--- config.mk ---
export PLATFORM = sky130hd
export DESIGN_NAME = free_running_timer_registers
export DESIGN_NICKNAME = d
export VERILOG_FILES = /design/src/rtl/frt_pkg.sv /design/src/rtl/frt_core.sv /design/src/rtl/frt_out_buf.sv /design/src/rtl/free_running_timer_registers.sv
export SDC_FILE = /design/constraint.sdc
export NUM_CORES = 1
export LEC_CHECK = 0
export BUFFER_PORTS_ARGS = -buffer_cell sky130_fd_sc_hd__buf_2
export CAP_MARGIN = 20
export CORE_ASPECT_RATIO = 1.5
export CORE_MARGIN = 4
export CORE_UTILIZATION = 35
export DETAILED_ROUTE_END_ITERATION = 10
export HOLD_SLACK_MARGIN = 0.02
export SLEW_MARGIN = 25
export SYNTH_ARGS = -nofsm -noshare
export SYNTH_HDL_FRONTEND = slang
export SYNTH_SLANG_ARGS = --single-unit
--- constraint.sdc ---
create_clock -name clock -period 2.7 [get_ports clock]
set_clock_uncertainty 0.05 [all_clocks]
set_input_delay 0.135 -clock clock [delete_from_list [all_inputs] [get_ports clock]]
set_output_delay 0.135 -clock clock [all_outputs]
set_load 0.03 [all_outputs]
--- src/rtl/frt_pkg.sv ---
package frt_pkg;

   localparam int CountWidth  = 16;
   localparam int ByteWidth   = 8;
   localparam int StatusWidth = 5;

   localparam logic [1:0] FUNC_TICK  = 2'd0;
   localparam logic [1:0] FUNC_READ  = 2'd1;
   localparam logic [1:0] FUNC_WRITE = 2'd2;

   localparam logic [1:0] REG_STATUS = 2'd0;
   localparam logic [1:0] REG_HIGH   = 2'd1;
   localparam logic [1:0] REG_LOW    = 2'd2;

   localparam int OvfBit = 4;
   localparam int IenBit = 2;

   localparam logic [CountWidth-1:0] HIGH_LOAD = 16'hfff8;

   typedef struct packed {
      logic [1:0]           func;
      logic [1:0]           reg_select;
      logic [ByteWidth-1:0] write_byte;
   } req_type;

   typedef struct packed {
      logic [ByteWidth-1:0] read_byte;
      logic                 irq;
   } rsp_type;

   typedef struct packed {
      logic    valid;
      rsp_type data;
   } rsp_stream_type;

endpackage

--- src/rtl/frt_core.sv ---
module frt_core (
   input  logic            clock,
   input  logic            reset,
   input  logic            req_fire,
   input  frt_pkg::req_type req_data,
   output frt_pkg::rsp_type rsp_next
);
   import frt_pkg::*;

   logic [CountWidth-1:0]  count_ff, count_in;
   logic [StatusWidth-1:0] status_ff, status_in;
   logic                   clear_armed_ff, clear_armed_in;
   logic [ByteWidth-1:0]   low_snap_ff, low_snap_in;
   logic                   low_snap_valid_ff, low_snap_valid_in;
   logic [ByteWidth-1:0]   high_buf_ff, high_buf_in;
   logic                   high_buf_valid_ff, high_buf_valid_in;
   logic                   irq_pending_ff, irq_pending_in;
   logic [CountWidth-1:0]  count_inc;
   logic [ByteWidth-1:0]   read_byte;

   assign count_inc = count_ff + CountWidth'(1);

   always_comb begin
      count_in          = count_ff;
      status_in         = status_ff;
      clear_armed_in    = clear_armed_ff;
      low_snap_in       = low_snap_ff;
      low_snap_valid_in = low_snap_valid_ff;
      high_buf_in       = high_buf_ff;
      high_buf_valid_in = high_buf_valid_ff;
      irq_pending_in    = irq_pending_ff;
      read_byte         = '0;
      case (req_data.func)
         FUNC_TICK: begin
            count_in = count_inc;
            if (count_inc == '0) begin
               status_in[OvfBit] = 1'b1;
               if (status_ff[IenBit]) begin
                  irq_pending_in = 1'b1;
               end
            end
         end
         FUNC_READ: begin
            case (req_data.reg_select)
               REG_STATUS: begin
                  if (status_ff[OvfBit]) begin
                     clear_armed_in = 1'b1;
                  end
                  read_byte = ByteWidth'(status_ff);
               end
               REG_HIGH: begin
                  // armed clear drops overflow and the pending interrupt
                  if (clear_armed_ff) begin
                     clear_armed_in    = 1'b0;
                     status_in[OvfBit] = 1'b0;
                     irq_pending_in    = 1'b0;
                  end
                  low_snap_in       = count_ff[ByteWidth-1:0];
                  low_snap_valid_in = 1'b1;
                  read_byte         = count_ff[CountWidth-1:ByteWidth];
               end
               REG_LOW: begin
                  if (low_snap_valid_ff) begin
                     low_snap_valid_in = 1'b0;
                     read_byte         = low_snap_ff;
                  end else begin
                     read_byte = count_ff[ByteWidth-1:0];
                  end
               end
               default: begin
               end
            endcase
         end
         FUNC_WRITE: begin
            case (req_data.reg_select)
               REG_STATUS: begin
                  status_in = req_data.write_byte[StatusWidth-1:0];
               end
               REG_HIGH: begin
                  high_buf_in       = req_data.write_byte;
                  high_buf_valid_in = 1'b1;
                  count_in          = HIGH_LOAD;
               end
               REG_LOW: begin
                  if (high_buf_valid_ff) begin
                     high_buf_valid_in = 1'b0;
                     count_in          = {high_buf_ff, req_data.write_byte};
                  end else begin
                     count_in = {count_ff[CountWidth-1:ByteWidth], req_data.write_byte};
                  end
               end
               default: begin
               end
            endcase
         end
         default: begin
         end
      endcase
   end

   assign rsp_next.read_byte = read_byte;
   assign rsp_next.irq       = irq_pending_in;

   always_ff @(posedge clock) begin
      if (reset) begin
         count_ff          <= '0;
         status_ff         <= '0;
         clear_armed_ff    <= 1'b0;
         low_snap_ff       <= '0;
         low_snap_valid_ff <= 1'b0;
         high_buf_ff       <= '0;
         high_buf_valid_ff <= 1'b0;
         irq_pending_ff    <= 1'b0;
      end else if (req_fire) begin
         count_ff          <= count_in;
         status_ff         <= status_in;
         clear_armed_ff    <= clear_armed_in;
         low_snap_ff       <= low_snap_in;
         low_snap_valid_ff <= low_snap_valid_in;
         high_buf_ff       <= high_buf_in;
         high_buf_valid_ff <= high_buf_valid_in;
         irq_pending_ff    <= irq_pending_in;
      end
   end

   a_armed_clear: assert property (@(posedge clock) disable iff (reset)
      req_fire && req_data.func == FUNC_READ && req_data.reg_select == REG_HIGH
      && clear_armed_ff |=> !irq_pending_ff && !status_ff[OvfBit] && !clear_armed_ff)
      else $error("armed high read did not clear overflow");

   a_wrap_sets_ovf: assert property (@(posedge clock) disable iff (reset)
      req_fire && req_data.func == FUNC_TICK && count_ff == '1
      |=> status_ff[OvfBit] && count_ff == '0)
      else $error("counter wrap did not set overflow");

   a_idle_holds: assert property (@(posedge clock) disable iff (reset)
      !req_fire |=> $stable(count_ff) && $stable(status_ff) && $stable(irq_pending_ff))
      else $error("state changed without a request");

   a_irq_needs_ovf: assert property (@(posedge clock) disable iff (reset)
      req_fire && req_data.func == FUNC_TICK && !irq_pending_ff && !status_ff[IenBit]
      |=> !irq_pending_ff)
      else $error("interrupt raised while disabled");

endmodule

--- src/rtl/frt_out_buf.sv ---
module frt_out_buf (
   input  logic                    clock,
   input  logic                    reset,
   input  logic                    in_valid,
   output logic                    in_ready,
   input  frt_pkg::rsp_type        in_data,
   output frt_pkg::rsp_stream_type out_stream,
   input  logic                    out_ready
);
   import frt_pkg::*;

   logic    main_valid_ff, main_valid_in;
   logic    skid_valid_ff, skid_valid_in;
   rsp_type main_data_ff, main_data_in;
   rsp_type skid_data_ff, skid_data_in;
   logic    in_fire;
   logic    out_fire;

   assign in_ready = !skid_valid_ff;
   assign in_fire  = in_valid && in_ready;
   assign out_fire = main_valid_ff && out_ready;

   always_comb begin
      main_valid_in = main_valid_ff;
      main_data_in  = main_data_ff;
      skid_valid_in = skid_valid_ff;
      skid_data_in  = skid_data_ff;
      if (out_fire || !main_valid_ff) begin
         // skid entry is older, so it moves up first
         skid_valid_in = 1'b0;
         if (skid_valid_ff) begin
            main_valid_in = 1'b1;
            main_data_in  = skid_data_ff;
         end else begin
            main_valid_in = in_fire;
            main_data_in  = in_data;
         end
      end else if (in_fire) begin
         skid_valid_in = 1'b1;
         skid_data_in  = in_data;
      end
   end

   always_ff @(posedge clock) begin
      if (reset) begin
         main_valid_ff <= 1'b0;
         skid_valid_ff <= 1'b0;
      end else begin
         main_valid_ff <= main_valid_in;
         skid_valid_ff <= skid_valid_in;
      end
      main_data_ff <= main_data_in;
      skid_data_ff <= skid_data_in;
   end

   assign out_stream.valid = main_valid_ff;
   assign out_stream.data  = main_data_ff;

   a_skid_behind_main: assert property (@(posedge clock) disable iff (reset)
      skid_valid_ff |-> main_valid_ff)
      else $error("skid entry held without a main entry");

   a_stall_fills_skid: assert property (@(posedge clock) disable iff (reset)
      main_valid_ff && !out_ready && in_fire |=> skid_valid_ff && main_valid_ff)
      else $error("request lost while output stalled");

   a_skid_drains: assert property (@(posedge clock) disable iff (reset)
      skid_valid_ff && out_fire |=> main_valid_ff && !skid_valid_ff
      && main_data_ff == $past(skid_data_ff))
      else $error("skid entry not moved to output");

endmodule

--- src/rtl/free_running_timer_registers.sv ---
// Byte-wide 16-bit free-running timer with status register. Each request (tick, register
// read or register write) is accepted, and its response is registered in an output register
// before it appears on the rsp_ channel; a second buffer entry lets a request be taken while a
// response waits, so the block sustains one request per clock while rsp_ready is high.
// req_ready drops only when both response entries are full. irq in each response is the
// interrupt pending after that request.
module free_running_timer_registers (
   input  logic             clock,
   input  logic             reset,
   input  logic             req_valid,
   output logic             req_ready,
   input  frt_pkg::req_type req_data,
   output logic             rsp_valid,
   input  logic             rsp_ready,
   output frt_pkg::rsp_type rsp_data
);
   import frt_pkg::*;

   logic           req_fire;
   rsp_type        rsp_next;
   rsp_stream_type rsp_stream;

   assign req_fire = req_valid && req_ready;

   frt_core u_core (
      .clock    (clock),
      .reset    (reset),
      .req_fire (req_fire),
      .req_data (req_data),
      .rsp_next (rsp_next)
   );

   frt_out_buf u_out_buf (
      .clock      (clock),
      .reset      (reset),
      .in_valid   (req_valid),
      .in_ready   (req_ready),
      .in_data    (rsp_next),
      .out_stream (rsp_stream),
      .out_ready  (rsp_ready)
   );

   assign rsp_valid = rsp_stream.valid;
   assign rsp_data  = rsp_stream.data;

endmodule

Word-level counts from Yosys, hierarchy flattened
Cells that the tools add are included.
{"block": "totals", "inputBits": 16, "register_bits": 61, "output_inout_bits": 11, "word_cells": 73}
{"block": "op_classes", "n_addsub": 1, "n_mux": 21, "n_eq_ne": 11, "n_reduce_logical": 23, "bitwise_logic": 1}
{"cell": "$pmux W16 S2", "n": 2}
{"cell": "$pmux W8 S3", "n": 1}
{"cell": "$reduce_and A3 Y1", "n": 6}
{"cell": "$add A16 B1 Y16 const B", "n": 1}
{"cell": "$logic_not A16 Y1", "n": 1}
{"cell": "$mux W16", "n": 1}
{"cell": "$mux W8", "n": 2}
{"cell": "$mux W1", "n": 9}
{"cell": "$mux W9", "n": 1}
{"cell": "$reduce_and A4 Y1", "n": 2}
{"cell": "$ne A2 B1 Y1 const B", "n": 3}
{"cell": "$pmux W1 S2", "n": 3}
{"cell": "$reduce_and A6 Y1", "n": 1}
{"cell": "$reduce_bool A2 Y1", "n": 3}
{"cell": "$mux W5", "n": 1}
{"cell": "$eq A2 B1 Y1 const B", "n": 2}
{"cell": "$eq A2 B2 Y1 const B", "n": 2}
{"cell": "$logic_not A2 Y1", "n": 2}
{"cell": "$ne A2 B2 Y1 const B", "n": 2}
{"cell": "$ne A3 B2 Y1 const B", "n": 1}
{"cell": "$ne A3 B3 Y1 const B", "n": 1}
{"cell": "$pmux W1 S3", "n": 1}
{"cell": "$reduce_bool A3 Y1", "n": 1}
{"cell": "$logic_and A1 B1 Y1", "n": 2}
{"cell": "5 further kinds", "n": 6}

Depth between registers and ports, before layout
{"block": "logic_depth", "word_depth": 5, "depth_mapped": 9, "ltp_nobuf": 8}

Modules after synthesis
Synthesis repeated with hierarchy kept, for this count alone.
{"block": "hier_totals", "cells_unflattened": 338, "hier_area_um2": 3213.1}
{"module": "frt_core", "seq_area_each_um2": 820.8, "area_per_inst_um2": 2446.1, "instances": 1, "cells_per_inst": 300}
{"module": "frt_out_buf", "seq_area_each_um2": 580.6, "area_per_inst_um2": 760.7, "instances": 1, "cells_per_inst": 37}
{"module": "free_running_timer_registers", "seq_area_each_um2": 0.0, "area_per_inst_um2": 6.3, "instances": 1, "cells_per_inst": 1}

Worst setup path before layout
Ideal clock, no wire load.
{"block": "synth_path", "path_type": "register -> register", "from": "register u_core.count_ff[0]", "to": "register u_out_buf.main_data_ff, in the netlist u_out_buf.out_stream[0], data pin", "arrival_ns": 1.690, "path_buffers": 0, "t_required_ns": 2.481, "period_less_slack_ns": 1.909, "stages_incl_launch_ff": 8, "setup_ns": 0.169, "path_slack_ns": 0.791, "cell_sequence": "dfxtp_1 -> ha_1 -> inv_1 -> nor4_2 -> nand2_1 -> a21oi_1 -> o2111ai_2 -> o31ai_1"}
{"block": "synth_between", "elab_chain_len": 5}
{"item": "start, declared", "line": "frt_core.sv:10", "source": "logic [CountWidth-1:0] count_ff, count_in;"}
{"item": "start signal, assigned", "line": "frt_core.sv:115", "source": "count_ff <= count_in;"}
{"item": "$add A16 B1 Y16", "line": "frt_core.sv:21", "source": "assign count_inc = count_ff + CountWidth'(1);"}
{"item": "$logic_not A16 Y1", "line": "frt_core.sv:36", "source": "if (count_inc == '0) begin"}
{"item": "$mux W1", "line": "frt_core.sv:36"}
{"item": "$pmux W1 S2", "line": "frt_core.sv:33", "source": "case (req_data.func)"}
{"item": "$mux W9", "line": "frt_out_buf.sv:31", "source": "if (skid_valid_ff) begin"}
{"item": "end signal, assigned", "line": "frt_out_buf.sv:52", "source": "main_data_ff <= main_data_in;"}
{"item": "end, declared", "line": "frt_out_buf.sv:14", "source": "rsp_type main_data_ff, main_data_in;"}
Every way passes these cells.
A chain may end at the register's enable or synchronous reset.

Final worst setup path
{"block": "layout_path", "from": "register u_core.count_ff[0]", "to": "register u_core.irq_pending_ff"}
{"block": "layout_between", "elab_chain_len": 4}
{"item": "$add A16 B1 Y16", "line": "frt_core.sv:21"}
{"item": "$logic_not A16 Y1", "line": "frt_core.sv:36"}
{"item": "$mux W1", "line": "frt_core.sv:36"}
{"item": "$pmux W1 S2", "line": "frt_core.sv:33"}
{"item": "end signal, assigned", "line": "frt_core.sv:122", "source": "irq_pending_ff <= irq_pending_in;"}
{"item": "end, declared", "line": "frt_core.sv:17", "source": "logic irq_pending_ff, irq_pending_in;"}
Every way passes these cells.

==> reports/metrics.cfg <==
[global_routing]
initial_antenna_violation_count=0
wire_length_of_the_first_global_routing_pass_um=13400
gr_ovfl_total=0
grt_start_max_net_pins=31
first_global_vias=2629
global_route.usage.total_pct=16.2

[timing]
worst_pin_slew_ns=0.704
report.final.slew_viol_count=0
finalCritPeriodShare_pct=82.8
timing.final.hold_violations=0
timing.max_slew.rel_slack_pct=52.9
timing.final.crit_period_ns=2.24
finalSetupViolCount=0
rsz0062_at_grt=no
max_clock_freq_ghz=0.447
fin_tns_setup_ns=0
finalHoldWorstSlack_ns=0.0312

[routing]
ant_nets=0
wire_per_inst_um=16.7
drt_first_iter_violations=170
avgViaCountPerCell=5.50
dr.pass1.iters=4
route.detailed.drc=0
wirelength_um=8220
vias=2706

[placement]
port-buffer-count=26
final_hpwl_from_detailed_placement_um=6160
gp_congestion=0.900

[worst_setup_path]
worst-r2r-setup-slack_ns=0.46
critical_path.endpoint_type=flop
worst_r2r_path_depth=7
critical_path.n_buffers_inverters=1
worst-endpoint-required_ns=2.89
path_delay_family=compound AO/OA/AOI/OAI gates
cp-start-kind=flop
crit_fanout=8
worst_r2r_endpoint=u_core.irq_pending_ff$_SDFFE_PP0P_
worst-endpoint-arrival_ns=2.42
start_to_end_type_of_the_worst_setup_path=reg -> reg
path_depth=7
crit_path_start=u_core.count_ff[0]$_SDFFE_PP0P_
cp_max_delay_cell=sky130_fd_sc_hd__dfxtp_1
critical-path-max-stage-delay_ns=0.50
cp_cell_sequence=ha_1, inv_1, nor4_2, nand2_1, a21oi_1, o2111ai_2, o41ai_2
r2r_start=u_core.count_ff[0]$_SDFFE_PP0P_

[power]
cellLeakagePower_nw=1.41
pwr_density_cell_mw_per_mm2=664
power_mw=2.47
ir_drop_mv=0.336

[finish]
multi_input_area_mm2=0.00160
nNetsFinal=398
antenna_cells=0
layout-drive-gt1-share_pct=17.3
n_fill_cell=896
layout.area.seq_mm2=0.00140
area_growth_pct=17.1

[cts]
clock_tree.htree_level_count=3
tritoncts.num_buffers=9
clkSinkCount=61
tritoncts=built
clock-root-buffer=sky130_fd_sc_hd__clkbuf_16
cts-root-to-sink-buffers=2
worstSkewPairLatency_ns=0.33
cts.clk_slew.worst_paths_ns=0.05
post_cts.resized_instances=0

[synthesis]
ys_async_sr_fraction_pct=0
synthesis.area_mm2=0.00317
ys_seq_elements=61
synth_edf_count=18
synthesis.instances=359
ys_types=52
syn_avg_cell_area_um2=8.84
yosys_most_used_dff=sky130_fd_sc_hd__dfxtp_1
synth_seq_area_share_pct=44.2
synth.yosys.warnings=0
syn_nets=380

[floorplan]
boundaryPins=27
die_y_um=125
initial_core_utilization_pct=35.9
num_rows=42
coreArea_mm2=0.00883
chipWidth_um=85.7
die-area_mm2=0.0107

[worst_hold_path]
hold_path.class=in -> reg
hold_end=u_core.status_ff[2]$_SDFFE_PP0P_
timing.hold.worst.start=req_data[2]
hold_depth=3

[run_status]
run_status=finished, final reports clean

[flow_run]
timing.max_cap.violations=0

## routing by layer
metal / up-vias / wire length, µm / global-route usage, %
met5: - / 0 / 0
met4: 0 / 380 / 11.3
met3: 26 / 278 / 3.24
met2: 64 / 4400 / 27.9
met1: 1279 / 3170 / 17.2
li1: 1337 / - / -
## what timing repair did
| action | 4_1_cts | 5_1_grt |
|---|---|---|
| buffers inserted | 0 | 0 |
| hold endpoints to repair | 2 | 0 |
| hold buffers | 2 | 0 |
## layout by cell type, fill, tap and decap left out, drive strengths merged, types with 2 or more instances in the layout
cell / count
nand3: 21
a32oi: 2
nor4: 5
nor3: 5
nor3b: 2
buf: 34
dlygate4sd3: 2
o31ai: 7
dfxtp: 43
nand2: 42
a311oi: 3
or2: 3
a21oi: 33
nor2b: 3
nand4: 5
mux2: 11
ha: 5
edfxtp: 18
xnor2: 7
bufinv: 3
nor2: 38
a31oi: 2
o221ai: 2
mux2i: 12
nand3b: 2
inv: 9
a22oi: 8
clkinv: 4
nand2b: 4
o21ai: 14
a211oi: 8
clkbuf: 10
o22ai: 3
## through the flow
step           utilization, %  cells  instance area [µm²]  worst slack [ns]
6_report                 42.1    492                 3710             0.464
5_1_grt                  42.1    492                 3710             0.227
4_1_cts                  42.1    492                 3710             0.481
3_5_place_dp             38.1    474                 3360             0.509
3_3_place_gp             38.1    474                 3360             0.560
2_1_floorplan               -    359                 3170             0.791
## sequential cells by signal, summed over array words and instances, names as in the netlist, 5 cells and up
signal / cells
u_out_buf.skid_data_ff: 9
u_core.count_ff: 16
u_core.high_buf_ff: 8
u_out_buf.out_stream: 9
u_core.status_ff: 5
u_core.low_snap_ff: 8
## cell usage after synthesis (2+ instances only)
cell                        n  area, µm²
sky130_fd_sc_hd__dfxtp_1   43        861
sky130_fd_sc_hd__nand2_1   42        158
sky130_fd_sc_hd__nor2_1    38        143
sky130_fd_sc_hd__a21oi_1   33        165
sky130_fd_sc_hd__nand3_1   21        105
sky130_fd_sc_hd__edfxtp_1  18        541
sky130_fd_sc_hd__clkbuf_1  17       63.8
sky130_fd_sc_hd__o21ai_0   13       65.1
sky130_fd_sc_hd__mux2i_1   12        120
sky130_fd_sc_hd__mux2_2    11        124
sky130_fd_sc_hd__inv_1      9       33.8
sky130_fd_sc_hd__a211oi_1   8       60.1
sky130_fd_sc_hd__a22oi_1    8       60.1
sky130_fd_sc_hd__xnor2_1    7       61.3
sky130_fd_sc_hd__o31ai_1    6       45.0
sky130_fd_sc_hd__buf_2      5       25.0
sky130_fd_sc_hd__ha_1       5       62.6
sky130_fd_sc_hd__nor3_1     5       25.0
sky130_fd_sc_hd__nand2b_1   4       25.0
sky130_fd_sc_hd__nand4_1    4       25.0
sky130_fd_sc_hd__nor4_1     4       25.0
sky130_fd_sc_hd__a311oi_1   3       26.3
sky130_fd_sc_hd__buf_1      3       11.3
sky130_fd_sc_hd__nor2b_1    3       18.8
sky130_fd_sc_hd__o22ai_1    3       18.8
sky130_fd_sc_hd__a31oi_1    2       12.5
sky130_fd_sc_hd__a32oi_1    2       17.5
sky130_fd_sc_hd__clkbuf_8   2       27.5
sky130_fd_sc_hd__nand3b_1   2       15.0
sky130_fd_sc_hd__nor3b_1    2       15.0
sky130_fd_sc_hd__o221ai_1   2       17.5
sky130_fd_sc_hd__or2_2      2       12.5
## worst max path at each step
stage | end
floorplan | u_out_buf.out_stream[0]$_DFFE_PP_
global placement | u_out_buf.out_stream[0]$_DFFE_PP_
detailed placement | u_core.irq_pending_ff$_SDFFE_PP0P_
CTS | u_core.irq_pending_ff$_SDFFE_PP0P_
global route | u_core.irq_pending_ff$_SDFFE_PP0P_
finish | u_core.irq_pending_ff$_SDFFE_PP0P_
## area by class of cell
type                       instances  area share, %
inverter                          10           1.01
timing repair buffer              36           5.66
clock buffer                      10           6.16
multi-input combinational        259           43.0
tap                              110           3.70
sequential                        61           37.7
clock inverter                     6           2.73
## worst reg2reg max path: stages (launching register included)
cell and delay [ns]:
sky130_fd_sc_hd__dfxtp_1 0.50, sky130_fd_sc_hd__ha_1 0.25, sky130_fd_sc_hd__inv_1 0.10, sky130_fd_sc_hd__nor4_2 0.43, sky130_fd_sc_hd__nand2_1 0.13, sky130_fd_sc_hd__a21oi_1 0.16, sky130_fd_sc_hd__o2111ai_2 0.20, sky130_fd_sc_hd__o41ai_2 0.32
## logic make-up after synthesis
kind of cell,after synthesis,share of synthesized area (%)
and+or+nand+nor,132,19.6
AOI/OAI and AO/OA,92,19.0
DFF,61,44.2
buffers and inverters,39,5.60
muxes,23,7.69
xor gates and xnor gates,7,1.93
adders and majority gates,5,1.97
## power by group
part / total, mW / internal [mW] / switching [mW]
Clock: 1.28 / 0.891 / 0.386
Sequential: 0.998 / 0.969 / 0.0288
Combinational: 0.192 / 0.0667 / 0.126
(Power assumes the default switching activity.)
